===== config.mk =====
export PLATFORM = sky130hd
export DESIGN_NAME = usb_transfer_sizing_core
export DESIGN_NICKNAME = d
export VERILOG_FILES = /design/src/design/uts_pkg.sv /design/src/design/usb_transfer_sizing_core.sv
export VERILOG_INCLUDE_DIRS = /design/src /design/src/design
export SDC_FILE = /design/constraint.sdc
export NUM_CORES = 1
export LEC_CHECK = 0
export ABC_CLOCK_PERIOD_IN_PS = 13500
export BUFFER_PORTS_ARGS = -buffer_cell sky130_fd_sc_hd__buf_2
export CAP_MARGIN = 20
export CELL_PAD_IN_SITES_DETAIL_PLACEMENT = 2
export CELL_PAD_IN_SITES_GLOBAL_PLACEMENT = 2
export CORE_MARGIN = 3
export CORE_UTILIZATION = 33
export DETAILED_ROUTE_END_ITERATION = 6
export HOLD_SLACK_MARGIN = 0.1
export PLACE_DENSITY = 0.73
export SYNTH_ARGS = -nofsm -noshare
export SYNTH_HDL_FRONTEND = slang
export SYNTH_SLANG_ARGS = --single-unit

===== constraint.sdc =====
create_clock -name clk -period 13.5 [get_ports clk]
set_input_delay 2.7 -clock clk [delete_from_list [all_inputs] [get_ports clk]]
set_output_delay 2.7 -clock clk [all_outputs]
set_load 0.02 [all_outputs]

===== src/design/usb_transfer_sizing_core_macros.svh =====
// Assertion macros used by the transfer sizing core design file.
`ifndef USB_TRANSFER_SIZING_CORE_MACROS_SVH
`define USB_TRANSFER_SIZING_CORE_MACROS_SVH

// Implication checked at every rising edge outside reset.
`define UTS_ASSERT_IMPL(lbl, ante, cons, msg) \
  lbl: assert property (@(posedge clk) disable iff (rst) (ante) |-> (cons)) \
    else $error(msg);

// Implication whose consequence is checked in the cycle after the antecedent.
`define UTS_ASSERT_NEXT(lbl, ante, cons, msg) \
  lbl: assert property (@(posedge clk) disable iff (rst) (ante) |=> (cons)) \
    else $error(msg);

`endif


===== src/design/uts_pkg.sv =====
// Types, codes and lookup tables for the USB transfer sizing block.
package uts_pkg;

  typedef enum logic [1:0] {
    ST_IDLE,
    ST_DIV_BUF,
    ST_DIV_HFS,
    ST_FINISH
  } state_t;

  localparam logic [1:0] STATUS_OK          = 2'd0;
  localparam logic [1:0] STATUS_INVALID     = 2'd1;
  localparam logic [1:0] STATUS_UNSUPPORTED = 2'd3;

  localparam logic [1:0] EP_CONTROL   = 2'd0;
  localparam logic [1:0] EP_ISOCH     = 2'd1;
  localparam logic [1:0] EP_BULK      = 2'd2;
  localparam logic [1:0] EP_INTERRUPT = 2'd3;

  localparam logic [2:0] SPEED_FULL     = 3'd1;
  localparam logic [2:0] SPEED_HIGH     = 3'd2;
  localparam logic [2:0] SPEED_VARIABLE = 3'd3;

  localparam logic [1:0] CFG_MAX_PACKET_SIZE  = 2'd0;
  localparam logic [1:0] CFG_MAX_PACKET_COUNT = 2'd1;
  localparam logic [1:0] CFG_MAX_FRAME_SIZE   = 2'd2;

  localparam int PSIZE_W   = 11;
  localparam int FSIZE_W   = 12;
  localparam int BUF_W     = 25;
  localparam int DIV_STEPS = 25;
  localparam int CNT_W     = 5;

  localparam logic [15:0] HS_PACKET_MASK = 16'h07FF;
  localparam logic [BUF_W-1:0] SETUP_BYTES = 25'd8;

  // Largest interrupt packet per speed.
  function automatic logic [PSIZE_W-1:0] intr_max(input logic [1:0] spd);
    case (spd)
      2'd0:    intr_max = 11'd8;
      2'd1:    intr_max = 11'd64;
      default: intr_max = 11'd1024;
    endcase
  endfunction

  // Fixed control packet size per speed.
  function automatic logic [PSIZE_W-1:0] ctrl_min(input logic [1:0] spd);
    case (spd)
      2'd0, 2'd1: ctrl_min = 11'd8;
      2'd2:       ctrl_min = 11'd64;
      default:    ctrl_min = 11'd512;
    endcase
  endfunction

  // Fixed bulk packet size per speed.
  function automatic logic [PSIZE_W-1:0] bulk_base(input logic [1:0] spd);
    case (spd)
      2'd0, 2'd1: bulk_base = 11'd8;
      default:    bulk_base = 11'd512;
    endcase
  endfunction

endpackage


===== src/design/usb_transfer_sizing_core.sv =====
// Top level of the USB transfer sizing block with its shared remainder unit.
//
//  Channel   Handshake                 Carries
//  --------  ------------------------  ----------------------------------
//  input     in_valid / in_stall       one endpoint description and request
//  output    out_valid / out_stall     one set of transfer parameters
//  config    cfg_valid / cfg_ready     register index and write data
//
// An item runs from the accept cycle through two passes of 25 steps in one radix-2
// remainder unit (buffer rounding, then host frame limit) to the finish state. An
// item that fails the early checks goes from the accept cycle straight to the
// finish state.
// The input stalls from acceptance until the result is loaded into the output
// register; a stalled output holds the sequencer in its finish state.
// Reset is synchronous, stalls the input and restores the host limits to their defaults.
module usb_transfer_sizing_core (
  input  logic        clk,
  input  logic        rst,
  input  logic        in_valid,
  output logic        in_stall,
  input  logic [1:0]  endpoint_type,
  input  logic [2:0]  link_speed,
  input  logic [15:0] raw_max_packet,
  input  logic [7:0]  descriptor_interval,
  input  logic [7:0]  requested_frames,
  input  logic [15:0] requested_interval,
  input  logic [23:0] requested_buffer,
  input  logic        external_buffer,
  output logic        out_valid,
  input  logic        out_stall,
  output logic [1:0]  status,
  output logic [15:0] packet_size,
  output logic [7:0]  packet_count,
  output logic [23:0] frame_size,
  output logic [15:0] poll_interval,
  output logic [4:0]  poll_shift,
  output logic [24:0] buffer_size,
  output logic [24:0] data_length,
  output logic [7:0]  frame_count,
  output logic [23:0] host_frame_size,
  output logic        is_control,
  input  logic        cfg_valid,
  output logic        cfg_ready,
  input  logic [1:0]  cfg_index,
  input  logic [23:0] cfg_data
);
  import uts_pkg::*;
  `include "usb_transfer_sizing_core_macros.svh"

  // Host limit registers.
  logic [15:0] hmps;
  logic [7:0]  hmpc;
  logic [23:0] hmfs;

  // Sequencer and remainder unit.
  state_t state, state_next;
  logic [CNT_W-1:0]   cnt;
  logic [BUF_W-1:0]   dvd;
  logic [FSIZE_W-1:0] rem;
  logic [FSIZE_W:0]   trial;
  logic [FSIZE_W:0]   trial_sub;
  logic [FSIZE_W-1:0] rem_step;

  // Item registers.
  logic [1:0]         err;
  logic               ctl;
  logic               ext;
  logic [PSIZE_W-1:0] psize;
  logic [1:0]         pcount;
  logic [FSIZE_W-1:0] fsize;
  logic [15:0]        ival;
  logic [4:0]         shift;
  logic [7:0]         rframes;
  logic [BUF_W-1:0]   buf_orig;
  logic [BUF_W-1:0]   buf_fin;

  // Control strobes.
  logic accept, step_last, load_out;

  // Values formed from the input beat.
  logic [1:0]         e_err;
  logic               e_fast;
  logic               e_intr;
  logic [15:0]        e_raw;
  logic [2:0]         e_cnt_hs;
  logic [1:0]         e_pcount;
  logic [15:0]        e_ps_host;
  logic [PSIZE_W-1:0] e_psize;
  logic [PSIZE_W-1:0] e_base;
  logic [FSIZE_W:0]   e_prod;
  logic [FSIZE_W-1:0] e_fsize;
  logic [15:0]        e_ival;
  logic [15:0]        e_ival_m1;
  logic [4:0]         e_shift;
  logic [3:0]         e_dint_m4;
  logic [BUF_W-1:0]   e_buf;

  // Values formed at the finish.
  logic [BUF_W-1:0] f_hfs;
  logic [7:0]       f_frames;
  logic [1:0]       f_status;

  assign cfg_ready = 1'b1;

  // Host limit register writes.
  always_ff @(posedge clk) begin
    if (rst) begin
      hmps <= 16'd1024;
      hmpc <= 8'd3;
      hmfs <= 24'd20480;
    end else if (cfg_valid && cfg_ready) begin
      case (cfg_index)
        CFG_MAX_PACKET_SIZE:  hmps <= cfg_data[15:0];
        CFG_MAX_PACKET_COUNT: hmpc <= cfg_data[7:0];
        CFG_MAX_FRAME_SIZE:   hmfs <= cfg_data;
        default: ;
      endcase
    end
  end

  // Error classification of the incoming beat.
  always_comb begin
    if (hmps == 16'd0 || hmpc == 8'd0 || hmfs == 24'd0) begin
      e_err = STATUS_INVALID;
    end else if (link_speed > SPEED_VARIABLE || endpoint_type == EP_ISOCH) begin
      e_err = STATUS_UNSUPPORTED;
    end else begin
      e_err = STATUS_OK;
    end
  end

  assign e_fast = (link_speed == SPEED_HIGH) || (link_speed == SPEED_VARIABLE);
  assign e_intr = (endpoint_type == EP_INTERRUPT);

  // Packet count from the high-speed multiplier, clamped to the host.
  always_comb begin
    e_cnt_hs = 3'd1;
    if (link_speed == SPEED_HIGH && e_intr) begin
      e_cnt_hs = 3'd1 + {1'b0, raw_max_packet[12:11]};
      if (e_cnt_hs > 3'd3) begin
        e_cnt_hs = 3'd3;
      end
    end
    if ({5'd0, e_cnt_hs} > hmpc) begin
      e_pcount = hmpc[1:0];
    end else begin
      e_pcount = e_cnt_hs[1:0];
    end
  end

  // Packet size clamped to the host and then to the speed tables.
  always_comb begin
    e_raw = (link_speed == SPEED_HIGH) ? (raw_max_packet & HS_PACKET_MASK) : raw_max_packet;
    e_ps_host = (e_raw > hmps || e_raw == 16'd0) ? hmps : e_raw;
    e_base = (endpoint_type == EP_BULK) ? bulk_base(link_speed[1:0])
                                        : ctrl_min(link_speed[1:0]);
    if (e_intr) begin
      if (e_ps_host > {5'd0, intr_max(link_speed[1:0])}) begin
        e_psize = intr_max(link_speed[1:0]);
      end else begin
        e_psize = e_ps_host[PSIZE_W-1:0];
      end
    end else if (link_speed == SPEED_FULL) begin
      if (e_ps_host >= 16'd64) begin
        e_psize = 11'd64;
      end else if (e_ps_host >= 16'd32) begin
        e_psize = 11'd32;
      end else if (e_ps_host >= 16'd16) begin
        e_psize = 11'd16;
      end else begin
        e_psize = e_base;
      end
    end else begin
      e_psize = e_base;
    end
  end

  assign e_prod  = {2'd0, e_psize} * {11'd0, e_pcount};
  assign e_fsize = e_prod[FSIZE_W-1:0];

  // Polling interval in milliseconds and its ceiling log2 (plus 3 on fast links).
  always_comb begin
    e_dint_m4 = 4'(descriptor_interval - 8'd4);
    e_ival = requested_interval;
    if (e_intr) begin
      if (requested_interval == 16'd0) begin
        e_ival = {8'd0, descriptor_interval};
        if (e_fast) begin
          if (descriptor_interval < 8'd4) begin
            e_ival = 16'd1;
          end else if (descriptor_interval > 8'd16) begin
            e_ival = 16'd4096;
          end else begin
            e_ival = 16'd1 << e_dint_m4;
          end
        end
      end
      if (e_ival == 16'd0) begin
        e_ival = 16'd1;
      end
    end
  end

  always_comb begin
    e_ival_m1 = e_ival - 16'd1;
    e_shift = 5'd0;
    for (int i = 0; i < 16; i++) begin
      if (e_ival_m1[i]) begin
        e_shift = 5'(i + 1);
      end
    end
    if (!e_intr) begin
      e_shift = 5'd0;
    end else if (e_fast) begin
      e_shift = e_shift + 5'd3;
    end
  end

  // Buffer before rounding, with the frame minus one added when rounding up.
  always_comb begin
    e_buf = (requested_buffer == 24'd0) ? {13'd0, e_fsize} : {1'b0, requested_buffer};
    if (external_buffer) begin
      e_buf = e_buf + {13'd0, e_fsize} - 25'd1;
    end
  end

  // One radix-2 remainder step.
  assign trial     = {rem, dvd[BUF_W-1]};
  assign trial_sub = trial - {1'b0, fsize};
  assign rem_step  = trial_sub[FSIZE_W] ? trial[FSIZE_W-1:0] : trial_sub[FSIZE_W-1:0];
  assign step_last = (cnt == CNT_W'(DIV_STEPS - 1));

  // Next state.
  always_comb begin
    state_next = state;
    case (state)
      ST_IDLE: begin
        if (in_valid) begin
          state_next = (e_err != STATUS_OK) ? ST_FINISH : ST_DIV_BUF;
        end
      end
      ST_DIV_BUF: begin
        if (step_last) begin
          state_next = ST_DIV_HFS;
        end
      end
      ST_DIV_HFS: begin
        if (step_last) begin
          state_next = ST_FINISH;
        end
      end
      ST_FINISH: begin
        if (!out_valid || !out_stall) begin
          state_next = ST_IDLE;
        end
      end
      default: state_next = ST_IDLE;
    endcase
  end

  // Sequencer outputs.
  always_comb begin
    in_stall = rst || (state != ST_IDLE);
    accept   = !rst && (state == ST_IDLE) && in_valid;
    load_out = (state == ST_FINISH) && (!out_valid || !out_stall);
  end

  always_ff @(posedge clk) begin
    if (rst) begin
      state <= ST_IDLE;
    end else begin
      state <= state_next;
    end
  end

  // Rounded buffer: take off the remainder when rounding up, then add the setup bytes for a control endpoint.
  function automatic logic [BUF_W-1:0] buf_fin_calc(input logic x, input logic c,
                                                    input logic [BUF_W-1:0] orig,
                                                    input logic [FSIZE_W-1:0] r);
    logic [BUF_W-1:0] b;
    b = orig;
    if (x) begin
      b = b - {13'd0, r};
      if (c) begin
        b = b + SETUP_BYTES;
      end
    end
    buf_fin_calc = b;
  endfunction

  // Item capture and the remainder unit.
  always_ff @(posedge clk) begin
    if (accept) begin
      err      <= e_err;
      ctl      <= (endpoint_type == EP_CONTROL);
      ext      <= external_buffer;
      psize    <= e_psize;
      pcount   <= e_pcount;
      fsize    <= e_fsize;
      ival     <= e_ival;
      shift    <= e_shift;
      rframes  <= requested_frames;
      buf_orig <= e_buf;
      dvd      <= e_buf;
      rem      <= '0;
      cnt      <= '0;
    end else if (state == ST_DIV_BUF && step_last) begin
      // Keep the rounded buffer and start on the host frame limit.
      buf_fin <= buf_fin_calc(ext, ctl, buf_orig, rem_step);
      dvd     <= {1'b0, hmfs};
      rem     <= '0;
      cnt     <= '0;
    end else if (state == ST_DIV_BUF || state == ST_DIV_HFS) begin
      rem <= rem_step;
      dvd <= {dvd[BUF_W-2:0], 1'b0};
      cnt <= step_last ? '0 : cnt + CNT_W'(1);
    end
  end

  // Final status and frame count.
  always_comb begin
    f_hfs = {1'b0, hmfs} - {13'd0, rem};
    if (ctl) begin
      if (rframes != 8'd0) begin
        f_frames = rframes;
      end else begin
        f_frames = (buf_fin <= SETUP_BYTES) ? 8'd1 : 8'd2;
      end
    end else begin
      f_frames = (rframes != 8'd0) ? rframes : 8'd1;
    end
    if (err != STATUS_OK) begin
      f_status = err;
    end else if (ctl && buf_fin < SETUP_BYTES) begin
      f_status = STATUS_INVALID;
    end else if (f_hfs == '0) begin
      f_status = STATUS_INVALID;
    end else begin
      f_status = STATUS_OK;
    end
  end

  // Output register.
  always_ff @(posedge clk) begin
    if (rst) begin
      out_valid <= 1'b0;
    end else if (load_out) begin
      out_valid <= 1'b1;
    end else if (!out_stall) begin
      out_valid <= 1'b0;
    end
  end

  always_ff @(posedge clk) begin
    if (load_out) begin
      status     <= f_status;
      is_control <= ctl;
      if (f_status != STATUS_OK) begin
        packet_size     <= 16'd1;
        packet_count    <= 8'd1;
        frame_size      <= 24'd1;
        poll_interval   <= 16'd0;
        poll_shift      <= 5'd0;
        buffer_size     <= '0;
        data_length     <= '0;
        frame_count     <= 8'd0;
        host_frame_size <= 24'd1;
      end else begin
        packet_size     <= {5'd0, psize};
        packet_count    <= {6'd0, pcount};
        frame_size      <= {12'd0, fsize};
        poll_interval   <= ival;
        poll_shift      <= shift;
        buffer_size     <= buf_fin;
        data_length     <= ctl ? (buf_fin - SETUP_BYTES) : buf_fin;
        frame_count     <= f_frames;
        host_frame_size <= f_hfs[23:0];
      end
    end
  end

  `UTS_ASSERT_IMPL(a_rem_below_frame, (state == ST_DIV_BUF || state == ST_DIV_HFS),
    (rem < fsize), "remainder reached the frame size")
  `UTS_ASSERT_IMPL(a_result_from_finish, $rose(out_valid),
    ($past(state) == ST_FINISH), "result appeared outside the finish state")
  `UTS_ASSERT_IMPL(a_ok_nonzero, (load_out && f_status == STATUS_OK),
    (f_frames != 8'd0 && f_hfs != '0 && fsize != '0), "ok result with a zero count")
  `UTS_ASSERT_NEXT(a_accept_starts, (accept && e_err == STATUS_OK),
    (state == ST_DIV_BUF && cnt == '0), "accepted item did not start the divider")
  `UTS_ASSERT_IMPL(a_buf_source, (state == ST_DIV_BUF && cnt == '0),
    (dvd == buf_orig), "divider did not start from the captured buffer")

endmodule


# Word level (Yosys, flattened, before mapping)
# Index checks and enable logic that the tools add are counted.
# op_classes
div_mod_pow	0
multipliers	1
n_lt_le_gt_ge	12
eq_ne	19
shifts	1
n_reduce_logical	42
bitwise_logic	1
addsub	12
mux	67
# op_table
cell	n
2-to-1 mux 25 bit	7
2-to-1 mux 16 bit	9
2-to-1 mux 11 bit	8
2-to-1 mux 5 bit	17
zero test 16 bit	4
zero test 24 bit	2
adder 24 x 12 -> 25 bit	1
adder 25 x 4 -> 25 bit (second input constant)	1
<= comparator 25 x 4 -> 1 bit (second input constant)	1
zero test 25 bit	1
< comparator 25 x 4 -> 1 bit (second input constant)	1
subtractor 24 x 12 -> 25 bit	1
subtractor 25 x 1 -> 25 bit (second input constant)	1
subtractor 25 x 12 -> 25 bit	1
subtractor 25 x 4 -> 25 bit (second input constant)	1
2-to-1 mux 24 bit	1
2-to-1 mux 8 bit	3
case mux 11 bit (2 select lines)	1
2-to-1 mux 2 bit	10
case mux 10 bit (2 select lines)	1
greater-or-equal comparator 16 x 5 -> 1 bit (second input constant)	1
greater-or-equal comparator 16 x 6 -> 1 bit (second input constant)	1
greater-or-equal comparator 16 x 7 -> 1 bit (second input constant)	1
> comparator 16 x 11 -> 1 bit	1
37 further kinds	79
# word_totals
register_bits	355
memories	0
rom_bits	0
latch_bits	0
mem_bits_rw	0

# Depth between registers and ports, before layout
# Gate-level depths: netlist (run 1).
# logic_depth
ltp_word	29
mapped_depth	47
depth_no_buf	44

# Worst setup path before layout (run 1)
# No wires, ideal clock.
# synth_timing
kind	input to register
startpoint	in out_stall
endpoint	reg buffer_size[0] (enable)
arrival_time_ns	11.953
stages	1
slack_ns	0.738
setup_ns	0.809
path_cell_list	a21boi_0
# synth_between
elab_chain_cells	3
# synth_rtl
element	line	text
start, declared	usb_transfer_sizing_core.sv:30	input logic out_stall,
zero test 1 bit	--	
logical OR 1 bit	usb_transfer_sizing_core.sv:265	load_out = (state == ST_FINISH) && (!out_valid || !out_stall);
logical AND 1 bit	usb_transfer_sizing_core.sv:265	
end signal, assigned	usb_transfer_sizing_core.sv:374	buffer_size <= buf_fin;
end, declared	usb_transfer_sizing_core.sv:37	output logic [24:0] buffer_size,
# Every way passes these cells.
# A chain may end at the register's enable or synchronous reset.

# Worst setup path in the final report (run 1)
# layout_timing
startpoint	in link_speed[1]
endpoint	reg dvd[24] (data pin)
# layout_between
elab_chain_cells	17
word_cells_on_any_way	36
# layout_rtl
element	line	text
start, declared	usb_transfer_sizing_core.sv:22	input logic [2:0] link_speed,
== test 3 x 2 -> 1 bit	usb_transfer_sizing_core.sv:138, usb_transfer_sizing_core.sv:153	
2-to-1 mux 16 bit	usb_transfer_sizing_core.sv:153	e_raw = (link_speed == SPEED_HIGH) ? (raw_max_packet & HS_PACKET_MASK) : raw_max_packet;
> comparator 16 bit or zero test 16 bit (tied branches)	usb_transfer_sizing_core.sv:154	e_ps_host = (e_raw > hmps || e_raw == 16'd0) ? hmps : e_raw;
logical OR 1 bit	usb_transfer_sizing_core.sv:154	
2-to-1 mux 16 bit	usb_transfer_sizing_core.sv:154	
greater-or-equal comparator 16 x 5 -> 1 bit	usb_transfer_sizing_core.sv:168	end else if (e_ps_host >= 16'd16) begin
2-to-1 mux 11 bit	usb_transfer_sizing_core.sv:168	
2-to-1 mux 11 bit	usb_transfer_sizing_core.sv:166	end else if (e_ps_host >= 16'd32) begin
2-to-1 mux 11 bit	usb_transfer_sizing_core.sv:164	if (e_ps_host >= 16'd64) begin
2-to-1 mux 11 bit	usb_transfer_sizing_core.sv:163	end else if (link_speed == SPEED_FULL) begin
2-to-1 mux 11 bit	usb_transfer_sizing_core.sv:157	if (e_intr) begin
multiplier 11 x 2 -> 12 bit *	usb_transfer_sizing_core.sv:178	assign e_prod = {2'd0, e_psize} * {11'd0, e_pcount};
2-to-1 mux 24 bit	usb_transfer_sizing_core.sv:221	e_buf = (requested_buffer == 24'd0) ? {13'd0, e_fsize} : {1'b0, requested_buffer};
adder 24 x 12 -> 25 bit *	usb_transfer_sizing_core.sv:223	e_buf = e_buf + {13'd0, e_fsize} - 25'd1;
subtractor 25 x 1 -> 25 bit *	usb_transfer_sizing_core.sv:223	
2-to-1 mux 25 bit *	usb_transfer_sizing_core.sv:222	if (external_buffer) begin
2-to-1 mux 25 bit *	usb_transfer_sizing_core.sv:293	if (accept) begin
end signal, assigned	usb_transfer_sizing_core.sv:304	dvd <= e_buf;
end signal, assigned	usb_transfer_sizing_core.sv:310	dvd <= {1'b0, hmfs};
end signal, assigned	usb_transfer_sizing_core.sv:315	dvd <= {dvd[BUF_W-2:0], 1'b0};
end, declared	usb_transfer_sizing_core.sv:58	logic [BUF_W-1:0] dvd;
# Every way passes the cells marked *; elsewhere a longest branch is shown, timed or not. The select of a mux whose other input is x is not followed.

==> flow_summary.ini, run 1 <==
[layout]
fill_cells = 6946
layout-drive-gt1-share_pct = 15.9
area_growth_pct = 15.2
seq_area_um2 = 9200
nNetsFinal = 2625
multi_input_area_um2 = 10600
finalCoreUtilization_pct = 38.7

[cts]
insertion_delay_ns = 0.58
clock_sinks = 329
clockRootBuffer = clkbuf_16
cts_tree = done
clk_pin_slew_worst_paths_ns = 0.06
postCtsSetupBuffers = 0
htree_levels = 2
clock_path_buffers = 3
cts_buffers = 41
cts_hold_buf = 0
cts_repair_resize_count = 0

[worst_setup_path]
cp_common_cell = o21ai_0
critPathCaptureType = flop
critPathSlowestCell = a2111o_1
critPathTopFamily = compound AO/OA/AOI/OAI gates
critical_path.max_stage_delay_ns = 0.58
path_depth = 42
ff2ff_path_depth = 40
worstPathRequired_ns = 13.84
crit_type = in -> reg
arrival_ns = 13.00
cp_max_fo = 11
start_kind = input port
critPathBufInv = 3

[die]
core_um2 = 62200
rows = 91
start_util_pct = 33.6
die_w_um = 258
fp.dieH_um = 258
dieArea_um2 = 66300
io_pins = 266

[synth]
synth-async-reset-ratio_pct = 0
synth_top_area_share_pct = 37.5
synth_seq_cells = 329
ys_warn_count = 0
yosys.cell_types.count = 99
synth_seq_area_share_pct = 44.0
ys_top_cells_by_area = edfxtp_1 38%, ha_1 6.8%, dfxtp_1 6.5%, nand2_1 3.9%, a21oi_1 3.5%
synth_most_common_cell = edfxtp_1
synth_ff_type = edfxtp_1
syn_avg_cell_area_um2 = 9.46
yosysTopAreaCell = edfxtp_1
netlist_area_um2 = 20900
synth_edf_count = 261
synth_commonest_cells = 261 x edfxtp_1, 217 x nand2_1, 181 x nor2_1
syn_inst = 2207

[placement]
place.gp.congestion = 0.883
io_buffers = 241
dp_hpwl_um = 56600

[sta]
fin_tns_setup_ns = 0
setup_viol = 0
skew_ns = 0.0333
worstMarginPinSlew_ns = 1.01
fmax_ghz = 0.0790
period_share_pct = 93.8
slew_violations = 0
rsz0062_at_grt = false
max_slew_margin_pct = 32.7
fin_crit_ns = 12.66
hold_viol_final = 0

[hold_path]
hold_depth = 2
min_path_type = reg -> reg

[global_routing]
track_usage_pct = 21.7
antenna_found_initial = 7
grt_max_degree = 103
grt_pass1_vias = 19200
grt_pass1_wl_um = 114000
grt-ovfl-total = 0

[detailed_routing]
drt-wirelength-per-cell_um = 22.5
drt-initial-drc-count = 929
wl_um = 73600
ant_nets = 0
vias = 17600
first_pass_iters = 4
drc_errors = 0
viasPerCell = 5.38

[job]
cap_violations = 0

[power]
ir_drop_v = 0.0000944
p_leak_nw = 9.92
power_density_nw_per_um2 = 184

[status]
status = finished, final reports clean
-- stage by stage --
stage | worst slack [ns] | hold WS [ns] | instances | total power (W) | area (um2)
finish | 0.840 | 0.466 | 3268 | 0.00442 | 24100
CTS | 0.647 | 0.476 | 3263 | 0.00446 | 24000
floorplan | 0.738 | 0.436 | 2230 | 0.00283 | 21000
detailed placement | 0.0440 | 0.465 | 3189 | 0.00334 | 22700
global placement | 0.671 | 0.455 | 3188 | 0.00324 | 22700
global route | 0.0105 | 0.480 | 3266 | 0.00474 | 24100
-- worst paths after layout --
check	from	end	slack [ns]
max reg2reg	hmps[15]	dvd[24]	3.48
max	link_speed[1]	dvd[24]	0.84
min reg2reg	hmps[14]	hmps[14]	0.47
min	hmps[14]	hmps[14]	0.47
-- sequential cells by signal, indices dropped and copies added, names as in the netlist, 8 cells and up --
signal / count
buf_fin: 25
buf_orig: 25
buffer_size: 25
data_length: 22
dvd: 25
frame_count: 8
frame_size: 12
fsize: 12
hmfs: 24
hmpc: 8
hmps: 16
host_frame_size: 24
ival: 16
packet_size: 11
poll_interval: 16
psize: 11
rem: 12
rframes: 8
-- where the power goes --
| group | leakage [nW] | internal [W] | switching (W) | total, W |
|---|---|---|---|---|
| sequential | 2.98 | 0.00132 | 0.0000941 | 0.00141 |
| combinational | 6.30 | 0.000716 | 0.00121 | 0.00193 |
| clock | 0.632 | 0.000617 | 0.000464 | 0.00108 |
-- worst min-delay path, delay by kind of cell (launching register included) --
| kind | cells | cell delay (ns) |
|---|---|---|
| simple gates | 1 | 0.06 |
| compound gates | 1 | 0.05 |
| flops | 1 | 0.31 |
-- logic make-up after synthesis --
logic type | share of synthesized area [%]
fa+ha+maj | 7.31
simple gates | 20.9
mux | 2.80
buf+inv | 5.91
other cells | 0.0360
xor+xnor | 4.86
compound gates | 14.2
flops | 44.0
-- layer usage --
| metal | wire length, um | GRT usage [%] | vias to the layer above |
|---|---|---|---|
| met3 | 2830 | 3.24 | 104 |
| li1 | - | - | 8332 |
| met5 | 31 | 0 | - |
| met1 | 32200 | 27.1 | 8831 |
| met2 | 36300 | 38.7 | 319 |
| met4 | 2190 | 6.44 | 4 |
-- final cells by class --
class	instances	area share, %
clock buffers	50	4.53
clock inverters	24	0.853
flip-flops and latches	329	38.2
multi-input cells	1616	44.0
well taps	837	4.35
diodes	3	0.0312
inverters	150	2.35
repair buffers	259	5.64
-- cells in the final DEF (no fill, tap or decap), types with 68 or more instances in the layout --
master	Yosys	final
nor2_1	181	179
xnor2_1	70	70
and3_1	109	109
edfxtp_1	261	261
ha_1	114	114
o21ai_0	70	69
nand2_1	217	217
inv_1	147	147
a21oi_1	146	146
buf_2	10	241
nor3_1	78	78
dfxtp_1	68	68
Power figures use the tool's default switching activity.
==> run 2: changes to the inputs <==
BUFFER_PORTS_ARGS = default   (was -buffer_cell sky130_fd_sc_hd__buf_2)
CORE_UTILIZATION = 37   (was 33)
DONT_BUFFER_PORTS = 1   (was default)
PLACE_DENSITY = 0.74   (was 0.73)
==> run 2 against run 1 <==
Critical path depth is the same. Total power down 2.4%. Fmax increased by 0.55%. Register-to-register slack worse by 0.09 ns. Global-route usage is 1.5 points higher. Combinational power fell by 7%. Utilization increased by 2.1 points. Sequential power rose by 4%. Final area fell by 5.9%. Die area decreased by 11%. Final cell count decreased by 10%. Critical path type unchanged. Critical endpoint unchanged.
==> flow_summary.ini, run 2 (synthesis results as in run 1) <==
[detailed_routing]
viasPerCell = 5.69
drc_errors = 0
wl_um = 70100
drt-wirelength-per-cell_um = 23.9
drt-initial-drc-count = 775
ant_nets = 0
vias = 16700
first_pass_iters = 5

[worst_setup_path]
cp_common_cell = o21ai_0
r2r-start = hmps[15]
arrival_ns = 12.91
crit_end = dvd[24]
ff2ff_setup_slack_ns = 3.39
worstPathRequired_ns = 13.82
start_kind = input port
crit_type = in -> reg
critical_path.max_stage_delay_ns = 0.67
cp-startpoint = link_speed[0]
critPathCaptureType = flop
ff2ff_path_depth = 41
critPathSlowestCell = a2111o_2
worstReg2RegEnd = dvd[24]
cp_max_fo = 18

[power]
clockPowerShare_pct = 24.2
switchingPower_w = 0.00172
share_comb_of_total_power_pct = 41.8
p_seq_share_pct = 34.0
ir_drop_v = 0.000101
power_w = 0.00432
p_leak_nw = 8.93
switching_share_pct = 39.8
intPower_w = 0.00260
power_density_nw_per_um2 = 191

[layout]
final_cell_area_um2 = 22600
layout-drive-gt1-share_pct = 6.55
fin_cells = 2932
nNetsFinal = 2381
final_common_cell = edfxtp_1
area_growth_pct = 8.43
diodes = 0
layout_common_cells = 261 x edfxtp_1, 217 x nand2_1, 179 x nor2_1

[global_routing]
grt_pass1_wl_um = 108000
grt_pass1_vias = 17900
antenna_found_initial = 1
grt-ovfl-total = 0
top_usage_layer = met2
use_met1_pct = 28.8
globalRouteMet2Util_pct = 40.3
grt_max_degree = 103
met3_usage_pct = 4.84
track_usage_pct = 23.2

[die]
io_pins = 266
start_util_pct = 37.6
rows = 86
die_w_um = 244
dieArea_um2 = 59300
fp.dieH_um = 244
core_um2 = 55500

[sta]
setup_viol = 0
fin_crit_ns = 12.59
skew_ns = 0.0230
rsz0062_at_grt = false
worstMarginPinSlew_ns = 1.02
period_share_pct = 93.3
hold_viol_final = 0
slew_violations = 0
max_slew_margin_pct = 31.8
setup_slack_ns = 0.910
fin_tns_setup_ns = 0
fmax_ghz = 0.0794

[cts]
clockRootBuffer = clkbuf_16
clock_path_buffers = 3
clock_sinks = 329
cts_tree = done
cts_buffers = 40
htree_levels = 2
cts_hold_buf = 0
clk_pin_slew_worst_paths_ns = 0.06
insertion_delay_ns = 0.57

[placement]
io_buffers = 0
dp.cells = 2858
pre_cts_slack_ns = 0.0107
place.gp.congestion = 0.885
dp_hpwl_um = 54300
place_area_um2 = 21400

[job]
cap_violations = 0

[status]
status = finished, final reports clean

[hold_path]
min_path_type = reg -> reg
-- run 2: final cells by class --
type | instances | area [um2]
inverter | 150 | 566
fill | 6005 | 32900
timing repair buffer | 16 | 120
tap | 748 | 936
multi-input combinational | 1616 | 10600
clock inverter | 21 | 120
sequential | 329 | 9200
clock buffer | 52 | 1130
-- run 2: layer usage --
metal  wire length [um]  share of wire, %  vias up
met5                  0                 0        -
met4               2310               3.3        0
met3               3630               5.2       92
met2              34300                49      337
met1              29900                43     8418
li1                   -                 -     7824
-- run 2: what timing repair did --
item | 4_1_cts | 5_1_grt
setup endpoints to repair | 0 | 6
gates resized for setup | 0 | 3
setup buffers | 0 | 0
-- run 2: power groups by stage --
stage          Combinational [W]  Clock [W]  Sequential [W]
2_1_floorplan            0.00137          0         0.00146
3_3_place_gp             0.00169          0         0.00148
3_5_place_dp             0.00178          0         0.00149
4_1_cts                  0.00181    0.00107         0.00147
5_1_grt                  0.00202    0.00111         0.00149
6_report                 0.00180    0.00104         0.00147
-- run 2: stage by stage --
step / hold WS, ns / utilization, %
2_1_floorplan: 0.436 / -
3_3_place_gp: 0.448 / 38.5
3_5_place_dp: 0.464 / 38.5
4_1_cts: 0.476 / 40.8
5_1_grt: 0.493 / 40.8
6_report: 0.472 / 40.8
-- run 2: worst min path at each step --
stage | startpoint | to | slack [ns] | cells past startpoint
2_1_floorplan | hmps[13] | hmps[13] | 0.44 | 2
3_3_place_gp | hmps[14] | hmps[14] | 0.45 | 2
3_5_place_dp | hmps[13] | hmps[13] | 0.46 | 2
4_1_cts | hmps[13] | hmps[13] | 0.48 | 2
5_1_grt | hmps[13] | hmps[13] | 0.49 | 2
6_report | hmps[14] | hmps[14] | 0.47 | 2
-- run 2: worst max-delay path, delay by kind of cell --
| kind | cells | cell delay (ns) |
|---|---|---|
| AND/OR/NAND/NOR | 14 | 3.31 |
| XOR/XNOR | 2 | 0.45 |
| adder cells (fa/ha/maj) | 4 | 1.13 |
| multiplexers | 2 | 0.54 |
| AO/OA/AOI/OAI | 20 | 4.73 |
==> run 3: changes to the inputs <==
CTS_BUF_LIST = sky130_fd_sc_hd__clkbuf_16   (was default)
MAX_ROUTING_LAYER = met4   (was default)
==> run 3 against run 2 <==
Worst setup slack better by 0.060 ns. Clock power hardly changed. Global-route usage is 0.67 points higher. Flip-flop and latch count stayed put. Final cell count hardly changed. Utilization hardly changed. First-iteration DRC count is 4.8% higher. Critical path type unchanged. Total power is 0.34% lower. Clock skew is 0.0031 ns lower. Largest cell class unchanged.
==> flow_summary.ini, run 3 (synthesis results as in run 1) <==
[global_routing]
antenna_found_initial = 1
grt_pass1_vias = 17900
grt-ovfl-total = 0
grt_max_degree = 103
grt_pass1_wl_um = 108000
track_usage_pct = 23.9

[cts]
htree_levels = 2
clock_path_buffers = 3
cts_tree = done
cts_hold_buf = 0
clock_sinks = 329
clockRootBuffer = clkbuf_16
clk_pin_slew_worst_paths_ns = 0.06
insertion_delay_ns = 0.58
postCtsSetupBuffers = 0
cts_buffers = 40

[worst_setup_path]
worstPathRequired_ns = 13.83
ff2ff_setup_slack_ns = 3.43
critPathSlowestCell = a2111o_2
start_kind = input port
cp_max_fo = 18
critPathCaptureType = flop
arrival_ns = 12.86
critical_path.max_stage_delay_ns = 0.66
crit_type = in -> reg

[die]
fp.dieH_um = 244
start_util_pct = 37.6
core_um2 = 55500
rows = 86
io_pins = 266
dieArea_um2 = 59300
die_w_um = 244

[sta]
hold_viol_final = 0
skew_ns = 0.0199
fmax_ghz = 0.0798
fin_crit_ns = 12.53
hold_ws_ns = 0.467
slew_violations = 0
period_share_pct = 92.8
max_slew_margin_pct = 27.2
rsz0062_at_grt = false
setup_viol = 0
worstMarginPinSlew_ns = 1.09
fin_tns_setup_ns = 0

[layout]
area_growth_pct = 8.45
layout-drive-gt1-share_pct = 6.50
nNetsFinal = 2382
diodes = 0
final_cell_area_um2 = 22700
layout_common_cells = 261 x edfxtp_1, 217 x nand2_1, 179 x nor2_1
final_common_cell = edfxtp_1

[placement]
place.gp.congestion = 0.903
dp_hpwl_um = 54200
place_area_um2 = 21400
io_buffers = 0

[power]
ir_drop_v = 0.0000954
power_density_nw_per_um2 = 190
p_leak_nw = 8.96

[detailed_routing]
drt-initial-drc-count = 812
ant_nets = 0
drc_errors = 0
wl_um = 70100
first_pass_iters = 5
viasPerCell = 5.67
drt-wirelength-per-cell_um = 23.9
vias = 16600

[hold_path]
min_path_type = reg -> reg

[job]
cap_violations = 0

[status]
status = finished, final reports clean
run 3: path summary, 6_finish.rpt:
check                              startpoint        to  cells after the start
worst max-delay path            link_speed[0]   dvd[24]                     42
worst min-delay path                 hmps[14]  hmps[14]                      2
worst max register to register       hmps[15]   dvd[24]                     41
worst min register to register       hmps[14]  hmps[14]                      2
run 3: routing by layer:
metal / track usage (%) / wire length [um] / vias to the layer above
met5: - / 0 / -
met4: 5.97 / 1600 / 0
met3: 3.89 / 3450 / 74
met2: 41.1 / 34800 / 330
met1: 29.4 / 30300 / 8384
li1: - / - / 7839
run 3: where the power goes:
| part | switching, W | leakage [nW] | internal, W |
|---|---|---|---|
| Clock | 0.000455 | 0.638 | 0.000584 |
| Combinational | 0.00112 | 5.34 | 0.000677 |
| Sequential | 0.000147 | 2.98 | 0.00132 |
run 3: final cells by class:
class / count / area, um2
Clock buffer: 40 / 1000
Clock inverter: 33 / 245
Fill cell: 6078 / 32900
Inverter: 150 / 566
Multi-Input combinational cell: 1616 / 10600
Sequential cell: 329 / 9200
Tap cell: 748 / 936
Timing Repair Buffer: 17 / 131
run 3: critical path, delay by kind of cell:
family	cells	cell delay (ns)
compound gates	20	5.00
buf+inv	1	0.05
fa+ha+maj	5	1.70
simple gates	13	2.62
xor+xnor	2	0.39
mux	1	0.40
run 3: what timing repair did:
action                                  4_1_cts  5_1_grt
hold endpoints to repair                      0        0
endpoints found under the setup margin        0        3
resized for setup                             0        2
run 3: through the flow:
step                setup WS (ns)  utilization, %  cells  power (W)
finish                      0.970            40.8   2933    0.00430
global route                0.127            40.8   2933    0.00461
CTS                         0.853            40.8   2932    0.00433
detailed placement          0.283            38.5   2859    0.00328
global placement            0.758            38.5   2859    0.00318
floorplan                   0.738               -   2230    0.00283
